**src/hw/rtl/alwr_pkg.sv**
```systemverilog
package alwr_pkg;

    // Request codes carried on req_type.
    localparam logic REQ_START = 1'b0;
    localparam logic REQ_STEP  = 1'b1;

    // Width of a pixel level.
    localparam int LEVEL_W = 8;

    // Commands from the controller to the datapath.
    typedef struct packed {
        logic load_line;    // latch a new line from the input transfer
        logic div_step;     // one step of the slope division
        logic emit_first;   // load the first pixel of a step into the output register
        logic emit_second;  // load the second pixel of a Wu column and advance
    } alwr_cmd_t;

    // Status from the datapath to the controller.
    typedef struct packed {
        logic active;       // a line is loaded and not yet finished
        logic two_pix;      // the loaded line gives two pixels per step
        logic start_wu;     // the line on the input needs the slope division
        logic div_last;     // the division is on its final step
    } alwr_status_t;

endpackage

```
**src/hw/rtl/antialiased_line_rasterizer_unit.sv**
```systemverilog
// Channel   Handshake                  Payload
// item      item_valid / item_stall    req_type, first_x, first_y, second_x, second_y,
//                                      first_level, second_level
// result    result_valid / result_stall pix_x, pix_y, level, last
//
// A start transfer loads the line; a line that is neither a point, axis-aligned nor
// an exact diagonal then forms FRAC_BITS quotient bits in the radix-2 slope divider.
// A step on a Wu line gives two pixels, one after the other through the single output
// register; point and unit-step lines give one pixel per cycle while the result side
// does not stall. The next item is taken in the cycle in which the final pixel of a step
// leaves. Reset is asynchronous and active low and leaves no line loaded. A stall on the
// result side holds the output register and stalls the item side.
module antialiased_line_rasterizer_unit
    import alwr_pkg::*;
#(
    parameter int COORD_BITS = 12,
    parameter int FRAC_BITS  = 16
)
(
    input  logic                  clk,
    input  logic                  rst_n,
    input  logic                  item_valid,
    output logic                  item_stall,
    input  logic                  req_type,
    input  logic [COORD_BITS-1:0] first_x,
    input  logic [COORD_BITS-1:0] first_y,
    input  logic [COORD_BITS-1:0] second_x,
    input  logic [COORD_BITS-1:0] second_y,
    input  logic [LEVEL_W-1:0]    first_level,
    input  logic [LEVEL_W-1:0]    second_level,
    output logic                  result_valid,
    input  logic                  result_stall,
    output logic [COORD_BITS:0]   pix_x,
    output logic [COORD_BITS:0]   pix_y,
    output logic [LEVEL_W-1:0]    level,
    output logic                  last
);

    alwr_cmd_t    cmd;
    alwr_status_t status;

    // The controller sequences start, division and the one or two pixels of each step.
    alwr_ctrl u_ctrl
    (
        .clk          (clk),
        .rst_n        (rst_n),
        .item_valid   (item_valid),
        .req_type     (req_type),
        .result_stall (result_stall),
        .status       (status),
        .item_stall   (item_stall),
        .result_valid (result_valid),
        .cmd          (cmd)
    );

    // The datapath holds the line state, the slope divider and the output register.
    alwr_dp #(
        .COORD_BITS (COORD_BITS),
        .FRAC_BITS  (FRAC_BITS)
    ) u_dp
    (
        .clk          (clk),
        .rst_n        (rst_n),
        .cmd          (cmd),
        .first_x      (first_x),
        .first_y      (first_y),
        .second_x     (second_x),
        .second_y     (second_y),
        .first_level  (first_level),
        .second_level (second_level),
        .status       (status),
        .pix_x        (pix_x),
        .pix_y        (pix_y),
        .level        (level),
        .last         (last)
    );

endmodule

```
**src/hw/rtl/alwr_ctrl.sv**
```systemverilog
module alwr_ctrl
    import alwr_pkg::*;
(
    input  logic         clk,
    input  logic         rst_n,
    input  logic         item_valid,
    input  logic         req_type,
    input  logic         result_stall,
    input  alwr_status_t status,
    output logic         item_stall,
    output logic         result_valid,
    output alwr_cmd_t    cmd
);

    typedef enum logic [3:0] {
        S_IDLE = 4'b0001,
        S_DIV  = 4'b0010,
        S_PIX0 = 4'b0100,
        S_PIX1 = 4'b1000
    } state_t;

    state_t state_reg;
    state_t state_next;
    logic   item_ready;
    logic   item_xfer;
    logic   result_xfer;

    assign result_valid = (state_reg == S_PIX0) || (state_reg == S_PIX1);
    assign result_xfer  = result_valid && !result_stall;

    // A new item may enter in the same cycle as the final pixel of a step leaves.
    assign item_ready = (state_reg == S_IDLE)
                     || ((state_reg == S_PIX1) && !result_stall)
                     || ((state_reg == S_PIX0) && !status.two_pix && !result_stall);
    assign item_stall = !item_ready;
    assign item_xfer  = item_valid && item_ready;

    always_comb
    begin
        state_next = state_reg;
        cmd        = '0;
        if (item_xfer)
        begin
            if (req_type == REQ_START)
            begin
                cmd.load_line = 1'b1;
                state_next    = status.start_wu ? S_DIV : S_IDLE;
            end
            else if (status.active)
            begin
                cmd.emit_first = 1'b1;
                state_next     = S_PIX0;
            end
            else
            begin
                state_next = S_IDLE;
            end
        end
        else
        begin
            case (state_reg)
                S_DIV:
                begin
                    cmd.div_step = 1'b1;
                    if (status.div_last)
                    begin
                        state_next = S_IDLE;
                    end
                end
                S_PIX0:
                begin
                    if (result_xfer)
                    begin
                        if (status.two_pix)
                        begin
                            cmd.emit_second = 1'b1;
                            state_next      = S_PIX1;
                        end
                        else
                        begin
                            state_next = S_IDLE;
                        end
                    end
                end
                S_PIX1:
                begin
                    if (result_xfer)
                    begin
                        state_next = S_IDLE;
                    end
                end
                default:
                begin
                    state_next = S_IDLE;
                end
            endcase
        end
    end

    always_ff @(posedge clk or negedge rst_n)
    begin
        if (!rst_n)
        begin
            state_reg <= S_IDLE;
        end
        else
        begin
            state_reg <= state_next;
        end
    end

endmodule

```
**src/hw/rtl/alwr_dp.sv**
```systemverilog
module alwr_dp
    import alwr_pkg::*;
#(
    parameter int COORD_BITS = 12,
    parameter int FRAC_BITS  = 16
)
(
    input  logic                 clk,
    input  logic                 rst_n,
    input  alwr_cmd_t            cmd,
    input  logic [COORD_BITS-1:0] first_x,
    input  logic [COORD_BITS-1:0] first_y,
    input  logic [COORD_BITS-1:0] second_x,
    input  logic [COORD_BITS-1:0] second_y,
    input  logic [LEVEL_W-1:0]   first_level,
    input  logic [LEVEL_W-1:0]   second_level,
    output alwr_status_t         status,
    output logic [COORD_BITS:0]  pix_x,
    output logic [COORD_BITS:0]  pix_y,
    output logic [LEVEL_W-1:0]   level,
    output logic                 last
);

    localparam int CW   = COORD_BITS;
    localparam int FW   = FRAC_BITS;
    localparam int AW   = CW + FW;
    localparam int CNTW = $clog2(FW);

    // Line set-up from the input endpoints.
    logic signed [CW:0] dx;
    logic signed [CW:0] dy;
    logic [CW:0]        adx;
    logic [CW:0]        ady;
    logic               in_steep;
    logic               in_lone;
    logic               in_walk;
    logic [CW-1:0]      maj1;
    logic [CW-1:0]      maj2;
    logic [CW-1:0]      min1;
    logic [CW-1:0]      min2;
    logic               swap;
    logic [CW-1:0]      a1;
    logic [CW-1:0]      a2;
    logic [CW-1:0]      b1;
    logic [CW-1:0]      b2;
    logic signed [CW:0] db;
    logic [CW:0]        adb;

    // Line state.
    logic               active_reg;
    logic               wu_reg;
    logic               lone_reg;
    logic               steep_reg;
    logic [CW-1:0]      major_pos_reg;
    logic [CW-1:0]      major_end_reg;
    logic [CW-1:0]      walk_minor_reg;
    logic               maj_down_reg;
    logic               min_move_reg;
    logic               min_down_reg;
    logic [AW-1:0]      acc_reg;
    logic [CW-1:0]      end_x_reg;
    logic [CW-1:0]      end_y_reg;
    logic [LEVEL_W-1:0] end_lvl_reg;

    // Slope divider.
    logic [CW-1:0]      rem_reg;
    logic [CW-1:0]      dvs_reg;
    logic [FW-1:0]      quo_reg;
    logic               neg_reg;
    logic [CNTW-1:0]    cnt_reg;
    logic [CW:0]        rem_dbl;
    logic [CW:0]        rem_diff;
    logic               rem_ge;
    logic [AW-1:0]      quo_ext;
    logic [AW-1:0]      slope_ext;

    // Pixel generation.
    logic               fin;
    logic [CW-1:0]      acc_int;
    logic [FW-1:0]      acc_frac;
    logic [CW:0]        acc_int_up;
    logic [FW+7:0]      lo_prod;
    logic [FW:0]        frac_inv;
    logic [FW+8:0]      hi_prod;
    logic [LEVEL_W-1:0] lo_lvl;
    logic [LEVEL_W-1:0] hi_lvl;
    logic [CW-1:0]      walk_major_next;
    logic [CW-1:0]      walk_minor_next;

    // Output register.
    logic [CW:0]        out_x_reg;
    logic [CW:0]        out_y_reg;
    logic [LEVEL_W-1:0] out_lvl_reg;
    logic               out_last_reg;
    logic [CW:0]        out_x_next;
    logic [CW:0]        out_y_next;
    logic [LEVEL_W-1:0] out_lvl_next;
    logic               out_last_next;

    assign dx  = $signed({1'b0, second_x}) - $signed({1'b0, first_x});
    assign dy  = $signed({1'b0, second_y}) - $signed({1'b0, first_y});
    assign adx = dx[CW] ? (CW+1)'(-dx) : (CW+1)'(dx);
    assign ady = dy[CW] ? (CW+1)'(-dy) : (CW+1)'(dy);

    assign in_steep = ady > adx;
    assign in_lone  = (dx == '0) && (dy == '0);
    assign in_walk  = (dx == '0) || (dy == '0) || (adx == ady);

    assign maj1 = in_steep ? first_y  : first_x;
    assign min1 = in_steep ? first_x  : first_y;
    assign maj2 = in_steep ? second_y : second_x;
    assign min2 = in_steep ? second_x : second_y;

    // Wu lines always run towards increasing major position.
    assign swap = maj1 > maj2;
    assign a1   = swap ? maj2 : maj1;
    assign a2   = swap ? maj1 : maj2;
    assign b1   = swap ? min2 : min1;
    assign b2   = swap ? min1 : min2;
    assign db   = $signed({1'b0, b2}) - $signed({1'b0, b1});
    assign adb  = db[CW] ? (CW+1)'(-db) : (CW+1)'(db);

    // Restoring division of |db| * 2^FW by the major span, one quotient bit per step.
    // The remainder always stays below the divisor.
    assign rem_dbl  = {rem_reg, 1'b0};
    assign rem_diff = rem_dbl - {1'b0, dvs_reg};
    assign rem_ge   = rem_dbl >= {1'b0, dvs_reg};

    assign quo_ext   = {{CW{1'b0}}, quo_reg};
    assign slope_ext = neg_reg ? AW'(-quo_ext) : quo_ext;

    assign acc_int    = acc_reg[AW-1:FW];
    assign acc_frac   = acc_reg[FW-1:0];
    assign acc_int_up = {1'b0, acc_int} + (CW+1)'(1);

    // Levels are 255 * fraction, truncated, for the lower pixel and the complement above.
    assign lo_prod  = {acc_frac, 8'b0} - {8'b0, acc_frac};
    assign frac_inv = {1'b1, {FW{1'b0}}} - {1'b0, acc_frac};
    assign hi_prod  = {frac_inv, 8'b0} - {8'b0, frac_inv};
    assign lo_lvl   = lo_prod[FW+7:FW];
    assign hi_lvl   = hi_prod[FW+7:FW];

    assign fin = major_pos_reg == major_end_reg;

    assign walk_major_next = maj_down_reg ? major_pos_reg - CW'(1) : major_pos_reg + CW'(1);
    assign walk_minor_next = !min_move_reg ? walk_minor_reg
                           : (min_down_reg ? walk_minor_reg - CW'(1)
                                           : walk_minor_reg + CW'(1));

    always_comb
    begin
        out_x_next    = out_x_reg;
        out_y_next    = out_y_reg;
        out_lvl_next  = out_lvl_reg;
        out_last_next = out_last_reg;
        if (cmd.emit_first)
        begin
            if (lone_reg)
            begin
                out_x_next    = {1'b0, end_x_reg};
                out_y_next    = {1'b0, end_y_reg};
                out_lvl_next  = end_lvl_reg;
                out_last_next = 1'b1;
            end
            else if (!wu_reg)
            begin
                out_x_next    = {1'b0, steep_reg ? walk_minor_reg : major_pos_reg};
                out_y_next    = {1'b0, steep_reg ? major_pos_reg : walk_minor_reg};
                out_lvl_next  = '0;
                out_last_next = fin;
            end
            else
            begin
                out_x_next    = {1'b0, steep_reg ? acc_int : major_pos_reg};
                out_y_next    = {1'b0, steep_reg ? major_pos_reg : acc_int};
                out_lvl_next  = lo_lvl;
                out_last_next = 1'b0;
            end
        end
        else if (cmd.emit_second)
        begin
            if (fin)
            begin
                out_x_next    = {1'b0, end_x_reg};
                out_y_next    = {1'b0, end_y_reg};
                out_lvl_next  = end_lvl_reg;
                out_last_next = 1'b1;
            end
            else
            begin
                out_x_next    = steep_reg ? acc_int_up : {1'b0, major_pos_reg};
                out_y_next    = steep_reg ? {1'b0, major_pos_reg} : acc_int_up;
                out_lvl_next  = hi_lvl;
                out_last_next = 1'b0;
            end
        end
    end

    // Control state.
    always_ff @(posedge clk or negedge rst_n)
    begin
        if (!rst_n)
        begin
            active_reg <= 1'b0;
            wu_reg     <= 1'b0;
            lone_reg   <= 1'b0;
            cnt_reg    <= '0;
        end
        else
        begin
            if (cmd.load_line)
            begin
                active_reg <= 1'b1;
                lone_reg   <= in_lone;
                wu_reg     <= !in_lone && !in_walk;
                cnt_reg    <= '0;
            end
            else
            begin
                if (cmd.div_step)
                begin
                    cnt_reg <= cnt_reg + CNTW'(1);
                end
                if (cmd.emit_first && (lone_reg || (!wu_reg && fin)))
                begin
                    active_reg <= 1'b0;
                end
                if (cmd.emit_second && fin)
                begin
                    active_reg <= 1'b0;
                end
            end
        end
    end

    // Line geometry, divider and output payload.
    always_ff @(posedge clk)
    begin
        out_x_reg    <= out_x_next;
        out_y_reg    <= out_y_next;
        out_lvl_reg  <= out_lvl_next;
        out_last_reg <= out_last_next;
        if (cmd.load_line)
        begin
            steep_reg      <= in_steep;
            walk_minor_reg <= min1;
            maj_down_reg   <= maj2 < maj1;
            min_move_reg   <= min2 != min1;
            min_down_reg   <= min2 < min1;
            acc_reg        <= {b1, {FW{1'b0}}};
            rem_reg        <= adb[CW-1:0];
            dvs_reg        <= a2 - a1;
            neg_reg        <= db[CW];
            quo_reg        <= '0;
            if (in_lone)
            begin
                end_x_reg   <= first_x;
                end_y_reg   <= first_y;
                end_lvl_reg <= first_level;
            end
            else
            begin
                end_x_reg   <= second_x;
                end_y_reg   <= second_y;
                end_lvl_reg <= second_level;
            end
            if (in_walk)
            begin
                major_pos_reg <= maj1;
                major_end_reg <= maj2;
            end
            else
            begin
                major_pos_reg <= a1;
                major_end_reg <= a2;
            end
        end
        else
        begin
            if (cmd.div_step)
            begin
                rem_reg <= rem_ge ? rem_diff[CW-1:0] : rem_dbl[CW-1:0];
                quo_reg <= {quo_reg[FW-2:0], rem_ge};
            end
            if (cmd.emit_first && !lone_reg && !wu_reg && !fin)
            begin
                major_pos_reg  <= walk_major_next;
                walk_minor_reg <= walk_minor_next;
            end
            if (cmd.emit_second && !fin)
            begin
                major_pos_reg <= major_pos_reg + CW'(1);
                acc_reg       <= acc_reg + slope_ext;
            end
        end
    end

    assign status.active   = active_reg;
    assign status.two_pix  = wu_reg;
    assign status.start_wu = !in_lone && !in_walk;
    assign status.div_last = cnt_reg == CNTW'(FW - 1);

    assign pix_x = out_x_reg;
    assign pix_y = out_y_reg;
    assign level = out_lvl_reg;
    assign last  = out_last_reg;

endmodule

```
**config.mk**
```make
export PLATFORM = sky130hd
export DESIGN_NAME = antialiased_line_rasterizer_unit
export DESIGN_NICKNAME = d
export VERILOG_FILES = /design/src/hw/rtl/alwr_pkg.sv /design/src/hw/rtl/antialiased_line_rasterizer_unit.sv /design/src/hw/rtl/alwr_ctrl.sv /design/src/hw/rtl/alwr_dp.sv
export SDC_FILE = /design/constraint.sdc
export NUM_CORES = 1
export LEC_CHECK = 0
export BUFFER_PORTS_ARGS = -buffer_cell sky130_fd_sc_hd__clkbuf_2
export CORE_UTILIZATION = 25
export DETAILED_ROUTE_END_ITERATION = 12
export HOLD_SLACK_MARGIN = 0.03
export MAX_ROUTING_LAYER = met4
export PLACE_DENSITY = 0.49
export SLEW_MARGIN = 15
export SYNTH_ARGS = -nofsm -noshare
export SYNTH_HDL_FRONTEND = slang
export SYNTH_SLANG_ARGS = --single-unit
```
**constraint.sdc**
```tcl
create_clock -name clk -period 4.5 [get_ports clk]
set_input_delay 0.225 -clock clk [delete_from_list [all_inputs] [get_ports clk]]
set_output_delay 0.225 -clock clk [all_outputs]
set_load 0.05 [all_outputs]
```
### Word-level counts from Yosys, hierarchy flattened

Cells that the tools add are included.
W data, S select, Z words.

| word-level totals | value |
|---|---|
| register bits after elaboration | 187 |
| word-level logic and storage cells | 179 |
| output and inout bits | 37 |
| bits of input ports | 69 |

| operators by class | value |
|---|---|
| equality and inequality tests | 11 |
| reductions and logical operators | 38 |
| add/sub/neg operators | 19 |
| order comparisons | 5 |
| multiplexer cells | 81 |

Operators by type and width:

| operator | count |
|---|---|
| $mux W12 | 30 |
| $mux W13 | 12 |
| $mux W28 | 3 |
| $mux W8 | 6 |
| $sub A12 B12 Y13 | 3 |
| $mux W4 | 8 |
| $add A28 B28 Y28 | 1 |
| $neg A16 Y28 | 1 |
| $logic_not A13 Y1 | 2 |
| $neg A13 Y13 | 2 |
| $add A12 B1 Y12 const B | 2 |
| $lt A12 B12 Y1 | 2 |
| $sub A12 B1 Y12 const B | 2 |
| $sub A12 B12 Y12 | 2 |
| $sub A24 B16 Y24 | 1 |
| $sub A24 B17 Y24 | 1 |
| $mux W1 | 19 |
| $sub A17 B16 Y17 const A | 1 |
| $logic_and A1 B1 Y1 | 14 |
| $add A12 B1 Y13 const B | 1 |
| $eq A13 B13 Y1 | 1 |
| $ge A13 B12 Y1 | 1 |
| $gt A13 B13 Y1 | 1 |
| $eq A12 B12 Y1 | 1 |
| other kinds (19) | 37 |

### Depth between registers and ports, before layout

| logic depth | value |
|---|---|
| depth in word-level cells | 12 |
| gate-level depth with buffers | 53 |
| mapped depth without buffers | 48 |

### Hierarchy

A second synthesis with hierarchy kept.

| unflattened totals | value |
|---|---|
| cells, all modules | 2060 |
| area total of the unflattened synthesis | 17455.5 sq um |

Modules (own cells, without submodules):

| module | sequential area each (sq um) | instances | cells an instance | area each (sq um) |
|---|---|---|---|---|
| alwr_dp | 5139.9 | 1 | 2021 | 17072.6 |
| alwr_ctrl | 101.3 | 1 | 39 | 382.9 |

### Worst setup path before layout

OpenSTA, ideal clock, no wires.

| path | value |
|---|---|
| path type | input to register |
| start | input second_y[0] |
| end | register u_dp.rem_reg[2], data pin |
| path slack | -4.741 ns |
| arrival | 8.970 ns |
| library setup time | 0.270 ns |
| stages | 48 |
| required time | 4.230 ns |
| buffers on the path | 9 |
| path through | inv_1 -> ha_1 -> fa_1 -> nor2b_1 -> o21ai_1 -> a21boi_0 -> o21ai_1 -> a21oi_1 -> o21bai_1 -> a211oi_1 -> or2_2 -> clkbuf_1 -> nor2_1 -> xor2_1 -> ha_1 -> and4_1 -> and3_1 -> buf_2 -> [... 12 more ...] -> buf_2 -> nand2_1 -> o21ai_0 -> ha_1 -> inv_1 -> fa_1 -> a21o_1 -> a21oi_1 -> o21ai_0 -> a21oi_1 -> o21ai_0 -> a21oi_1 -> o21ai_0 -> a21oi_1 -> o21ai_1 -> or3_1 -> a21oi_1 -> a21oi_1 |

| on the way | value |
|---|---|
| word-level cells in the longest chain between the ends | 11 |
| elaborated cells on any way between the ends | 15 |
| classes of those cells | add/sub (4); order compare (2); mux (9) |

RTL lines:

| element | line | RTL |
|---|---|---|
| from (decl) | antialiased_line_rasterizer_unit.sv:28 | `input logic [COORD_BITS-1:0] second_y,` |
| $sub A12 B12 Y13 * | alwr_dp.sv:101 | `assign dy = $signed({1'b0, second_y}) - $signed({1'b0, first_y});` |
| $neg A13 Y13 | alwr_dp.sv:103 | `assign ady = dy[CW] ? (CW+1)'(-dy) : (CW+1)'(dy);` |
| $mux W13 * | alwr_dp.sv:103 |  |
| $gt A13 B13 Y1 * | alwr_dp.sv:105 | `assign in_steep = ady > adx;` |
| via u_dp.in_steep | alwr_dp.sv:34 | `logic in_steep;` |
| $mux W12, on equally long branches | alwr_dp.sv:109, alwr_dp.sv:111 |  |
| $gt A12 B12 Y1 | alwr_dp.sv:115 | `assign swap = maj1 > maj2;` |
| $mux W12, on equally long branches | alwr_dp.sv:119, alwr_dp.sv:118 |  |
| $sub A12 B12 Y13 * | alwr_dp.sv:120 | `assign db = $signed({1'b0, b2}) - $signed({1'b0, b1});` |
| $neg A12 Y12 | alwr_dp.sv:121 | `assign adb = db[CW] ? (CW+1)'(-db) : (CW+1)'(db);` |
| $mux W12 * | alwr_dp.sv:121 |  |
| $mux W12 * | alwr_dp.sv:243 | `if (cmd.load_line)` |
| to (signal assigned) | alwr_dp.sv:251 | `rem_reg <= adb[CW-1:0];` |
| to (signal assigned) | alwr_dp.sv:282 | `rem_reg <= rem_ge ? rem_diff[CW-1:0] : rem_dbl[CW-1:0];` |
| to (decl) | alwr_dp.sv:66 | `logic [CW-1:0] rem_reg;` |

The timed path passes the listed nets; every way through them passes the cells marked *.
A chain may end at the register's enable or synchronous reset.

### Final worst setup path

| path | value |
|---|---|
| start | input first_x[1] |
| end | register u_dp.rem_reg[11], data pin |

| on the way | value |
|---|---|
| word-level cells in the longest chain between the ends | 11 |
| elaborated cells on any way between the ends | 15 |
| classes of those cells | add/sub (4); order compare (2); mux (9) |

RTL lines:

| element | line | RTL |
|---|---|---|
| from (decl) | antialiased_line_rasterizer_unit.sv:25 | `input logic [COORD_BITS-1:0] first_x,` |
| $sub A12 B12 Y13 | alwr_dp.sv:100 | `assign dx = $signed({1'b0, second_x}) - $signed({1'b0, first_x});` |
| $neg A13 Y13 | alwr_dp.sv:102 | `assign adx = dx[CW] ? (CW+1)'(-dx) : (CW+1)'(dx);` |
| $mux W13 | alwr_dp.sv:102 |  |
| $gt A13 B13 Y1 | alwr_dp.sv:105 |  |
| $mux W12, on equally long branches | alwr_dp.sv:109, alwr_dp.sv:111 |  |
| $gt A12 B12 Y1 | alwr_dp.sv:115 |  |
| $mux W12, on equally long branches | alwr_dp.sv:119, alwr_dp.sv:118 |  |
| $sub A12 B12 Y13 * | alwr_dp.sv:120 |  |
| $neg A12 Y12 | alwr_dp.sv:121 |  |
| $mux W12 * | alwr_dp.sv:121 |  |
| $mux W12 * | alwr_dp.sv:243 |  |

Mark *: on every way between the ends. The rest lies on a longest branch, timed or not.

==> metrics.yaml <==
die:
  initial_core_util_pct: 25.2
  die_h_um: 262
  die_w_um: 262
  die_area_mm2: 0.0688
  design.core.area_mm2: 0.0672
  io_pins: 106
  num_rows: 95
routing:
  drc: 0
  dr.pass1.iters: 5
  antenna_left: 0
  drt_iter0_drc: 1302
  via_per_inst: 4.95
  wl_um: 62100
  routedWlPerCell_um: 18.4
  vias: 16700
sta:
  fin_crit_sh_pct: 177
  drv_slew: 0
  slew_headroom_pct: 41.1
  tightest_slew_ps: 880
  finalHoldViolations: 0
  max_freq_ghz: 0.125
  rsz0062_at_grt: "true"
  timing.final.ws_setup_ps: -3480
  period_needed_ps: 7980
  setup_viol: 65
  fin_worst_skew_ps: 20.1
cells_and_area:
  largest_reg_flops: 28
  nNetsFinal: 2706
  area.sequential_mm2: 0.00524
  drive_gt1_share_pct: 35.9
  syn2layout_area_growth_pct: 42.5
  multi_input_area_mm2: 0.0122
  antenna_cells: 0
  fill_cells: 6759
place:
  dpl.hpwl_um: 48800
  port_buffers: 105
  gp_congestion: 0.979
  place_ws_ps: -4280
worst_setup_path:
  cpPeakStageDelay_ps: 430
  r2r-start: "u_dp.quo_reg[0]"
  startpoint_type: "input pin"
  critPathSlowestCell: "or3b_4"
  rrSetupSlack_ps: -90
  cp.arrival_ps: 8160
  critPathMaxFanout: 8
  reg2reg_to: "u_dp.acc_reg[26]"
  worst_setup_path_end_kind: "register"
  crit_required_ps: 4680
  worstSetupPathType: "in -> reg"
  rr_worst_depth: 21
  cpMostUsedCell: "a21oi_2"
global_route:
  grt_pass1_wl_um: 94000
  grt_max_degree: 51
  grt_pass1_vias: 16400
  overflow: 0
  grt_antenna_before_repair: 1
  grt_use_total_pct: 18.1
logic_synthesis:
  ys_seq_area_share_pct: 30.9
  yosys_most_used_dff: "edfxtp_1"
  syn_nets: 2189
  avgSynthCellArea_um2: 8.62
  ys_ff_latch: 187
  synth_warnings: 0
  postSynthCellCount: 1966
  synth_edf_count: 144
  synthArstFlopShare_pct: 5.88
  ys_types: 95
  syn_area_mm2: 0.0169
status:
  status: "finished with violations"
  violations: "setup timing"
clocking:
  clock_path_buffers: 2
  clkSlewWorstSetupHoldPaths_ps: 70
  clk_latency_ps: 470
  h-tree-depth: 4
  cts_tree: "built"
  cts_buffers: 17
  root_buffer: "clkbuf_16"
  cts_sinks: 187
hold_path:
  holdPathStages: 2
  min-delay-start: "first_level[4]"
  hold_end: "u_dp.end_lvl_reg[4]"
  hold_class: "in -> reg"
run:
  max_cap_viol_count: 0
[layout make-up]
type                    instances  share of cell area (%)
clock buffers                  21                    1.87
flip-flops and latches        187                    21.7
repair buffers                576                    18.7
clock inverters                11                   0.415
well taps                     873                    4.52
multi-input cells            1556                    50.4
inverters                     145                    2.36
[worst max-delay path, delay by kind of cell]
family,cells,cell delay (ps)
AOI/OAI and AO/OA,15,2460
xor gates and xnor gates,3,430
adders and majority gates,5,1390
and+or+nand+nor,10,2150
buffers and inverters,8,960
muxes,2,520
[Yosys cell counts (21+ instances only)]
cell	instances	share of area, %
xor2_1	65	3.4
o21ai_0	111	3.3
mux2i_1	61	3.6
inv_1	140	3.1
xnor2_1	95	4.9
a21o_1	41	1.8
nand4_1	21	0.78
nor2_1	212	4.7
o22ai_1	37	1.4
a21oi_1	138	4.1
nand2_1	154	3.4
edfxtp_1	144	26
dfxtp_1	32	3.8
nor3_1	31	0.92
mux2_2	46	3.1
ha_1	148	11
clkbuf_1	56	1.2
nand3_1	60	1.8
[metal layers]
metal / up-vias / GRT usage, % / share of wire [%]
li1: 8196 / - / -
met1: 7906 / 23.1 / 45
met2: 482 / 28.9 / 46
met3: 79 / 2.68 / 5.7
met4: 0 / 7.15 / 3.3
met5: - / - / 0
[how the worst max path moves through the flow]
stage,slack (ps),to,depth (start not counted),start
floorplan,-3770,u_dp.rem_reg[2],52,second_x[0]
global placement,-4030,u_dp.rem_reg[2],45,second_x[0]
detailed placement,-4280,u_dp.rem_reg[2],45,second_y[0]
CTS,-3310,u_dp.rem_reg[2],48,first_x[1]
global route,-3810,u_dp.rem_reg[11],44,first_x[1]
finish,-3480,u_dp.rem_reg[11],43,first_x[1]
[logic make-up (layout without fill, tap and decap cells)]
group                      count (synthesis)  after routing  share of synthesized area (%)
AOI/OAI and AO/OA                        510            510                           19.5
buffers and inverters                    224            753                           5.21
muxes                                    109            109                           6.82
xor gates and xnor gates                 160            160                           8.27
adders and majority gates                158            158                           11.9
and+or+nand+nor                          618            619                           17.4
DFF                                      187            187                           30.9
[cells in the final DEF, fill, tap and decap left out, types with 12 or more instances in the layout]
cell type	Yosys	layout
a211oi_1	17	13
a21o_1	41	41
a21oi_1	138	95
a21oi_2	1	29
a21oi_4	1	16
a31oi_1	20	17
and3_1	20	18
buf_4	1	412
buf_6	3	36
clkbuf_16	0	20
clkbuf_2	0	101
dfxtp_1	32	32
edfxtp_1	144	144
ha_1	148	135
inv_1	140	128
mux2_2	46	42
mux2i_1	61	51
nand2_1	154	148
nand2b_1	15	15
nand3_1	60	57
nand4_1	21	21
nor2_1	212	197
nor2b_1	20	15
nor3_1	31	26
o211ai_1	15	15
o21a_1	12	12
o21ai_0	111	82
o21ai_2	2	28
o22ai_1	37	36
or3_1	18	14
xnor2_1	95	85
xor2_1	65	60
[repair_timing]
| item | 4_1_cts | 5_1_grt |
|---|---|---|
| gates resized for setup | 116 | 164 |
| endpoints found under the hold margin | 13 | 0 |
| setup endpoints to repair | 74 | 76 |
| gates cloned | 4 | 3 |
| pin swaps | 55 | 81 |
| buffers inserted | 50 | 44 |
| hold buffers | 3 | 0 |
[stage by stage]
| stage | setup TNS, ps | hold slack [ps] | instance area, um2 | util (%) | std cells |
|---|---|---|---|---|---|
| after floorplan | -132390 | -70.6 | 17400 | - | 1966 |
| after global placement | -172260 | 120 | 21500 | 32.1 | 3249 |
| after detailed placement | -185310 | 124 | 21500 | 32.1 | 3249 |
| after CTS | -121840 | 31.0 | 23100 | 34.4 | 3338 |
| after global routing | -156440 | 44.7 | 24100 | 36.0 | 3369 |
| final | -139610 | 64.2 | 24100 | 36.0 | 3369 |
Power is left out: the tool's default activity adds up to more than one toggle a clock period on the data nets, which glitch-free logic cannot reach.
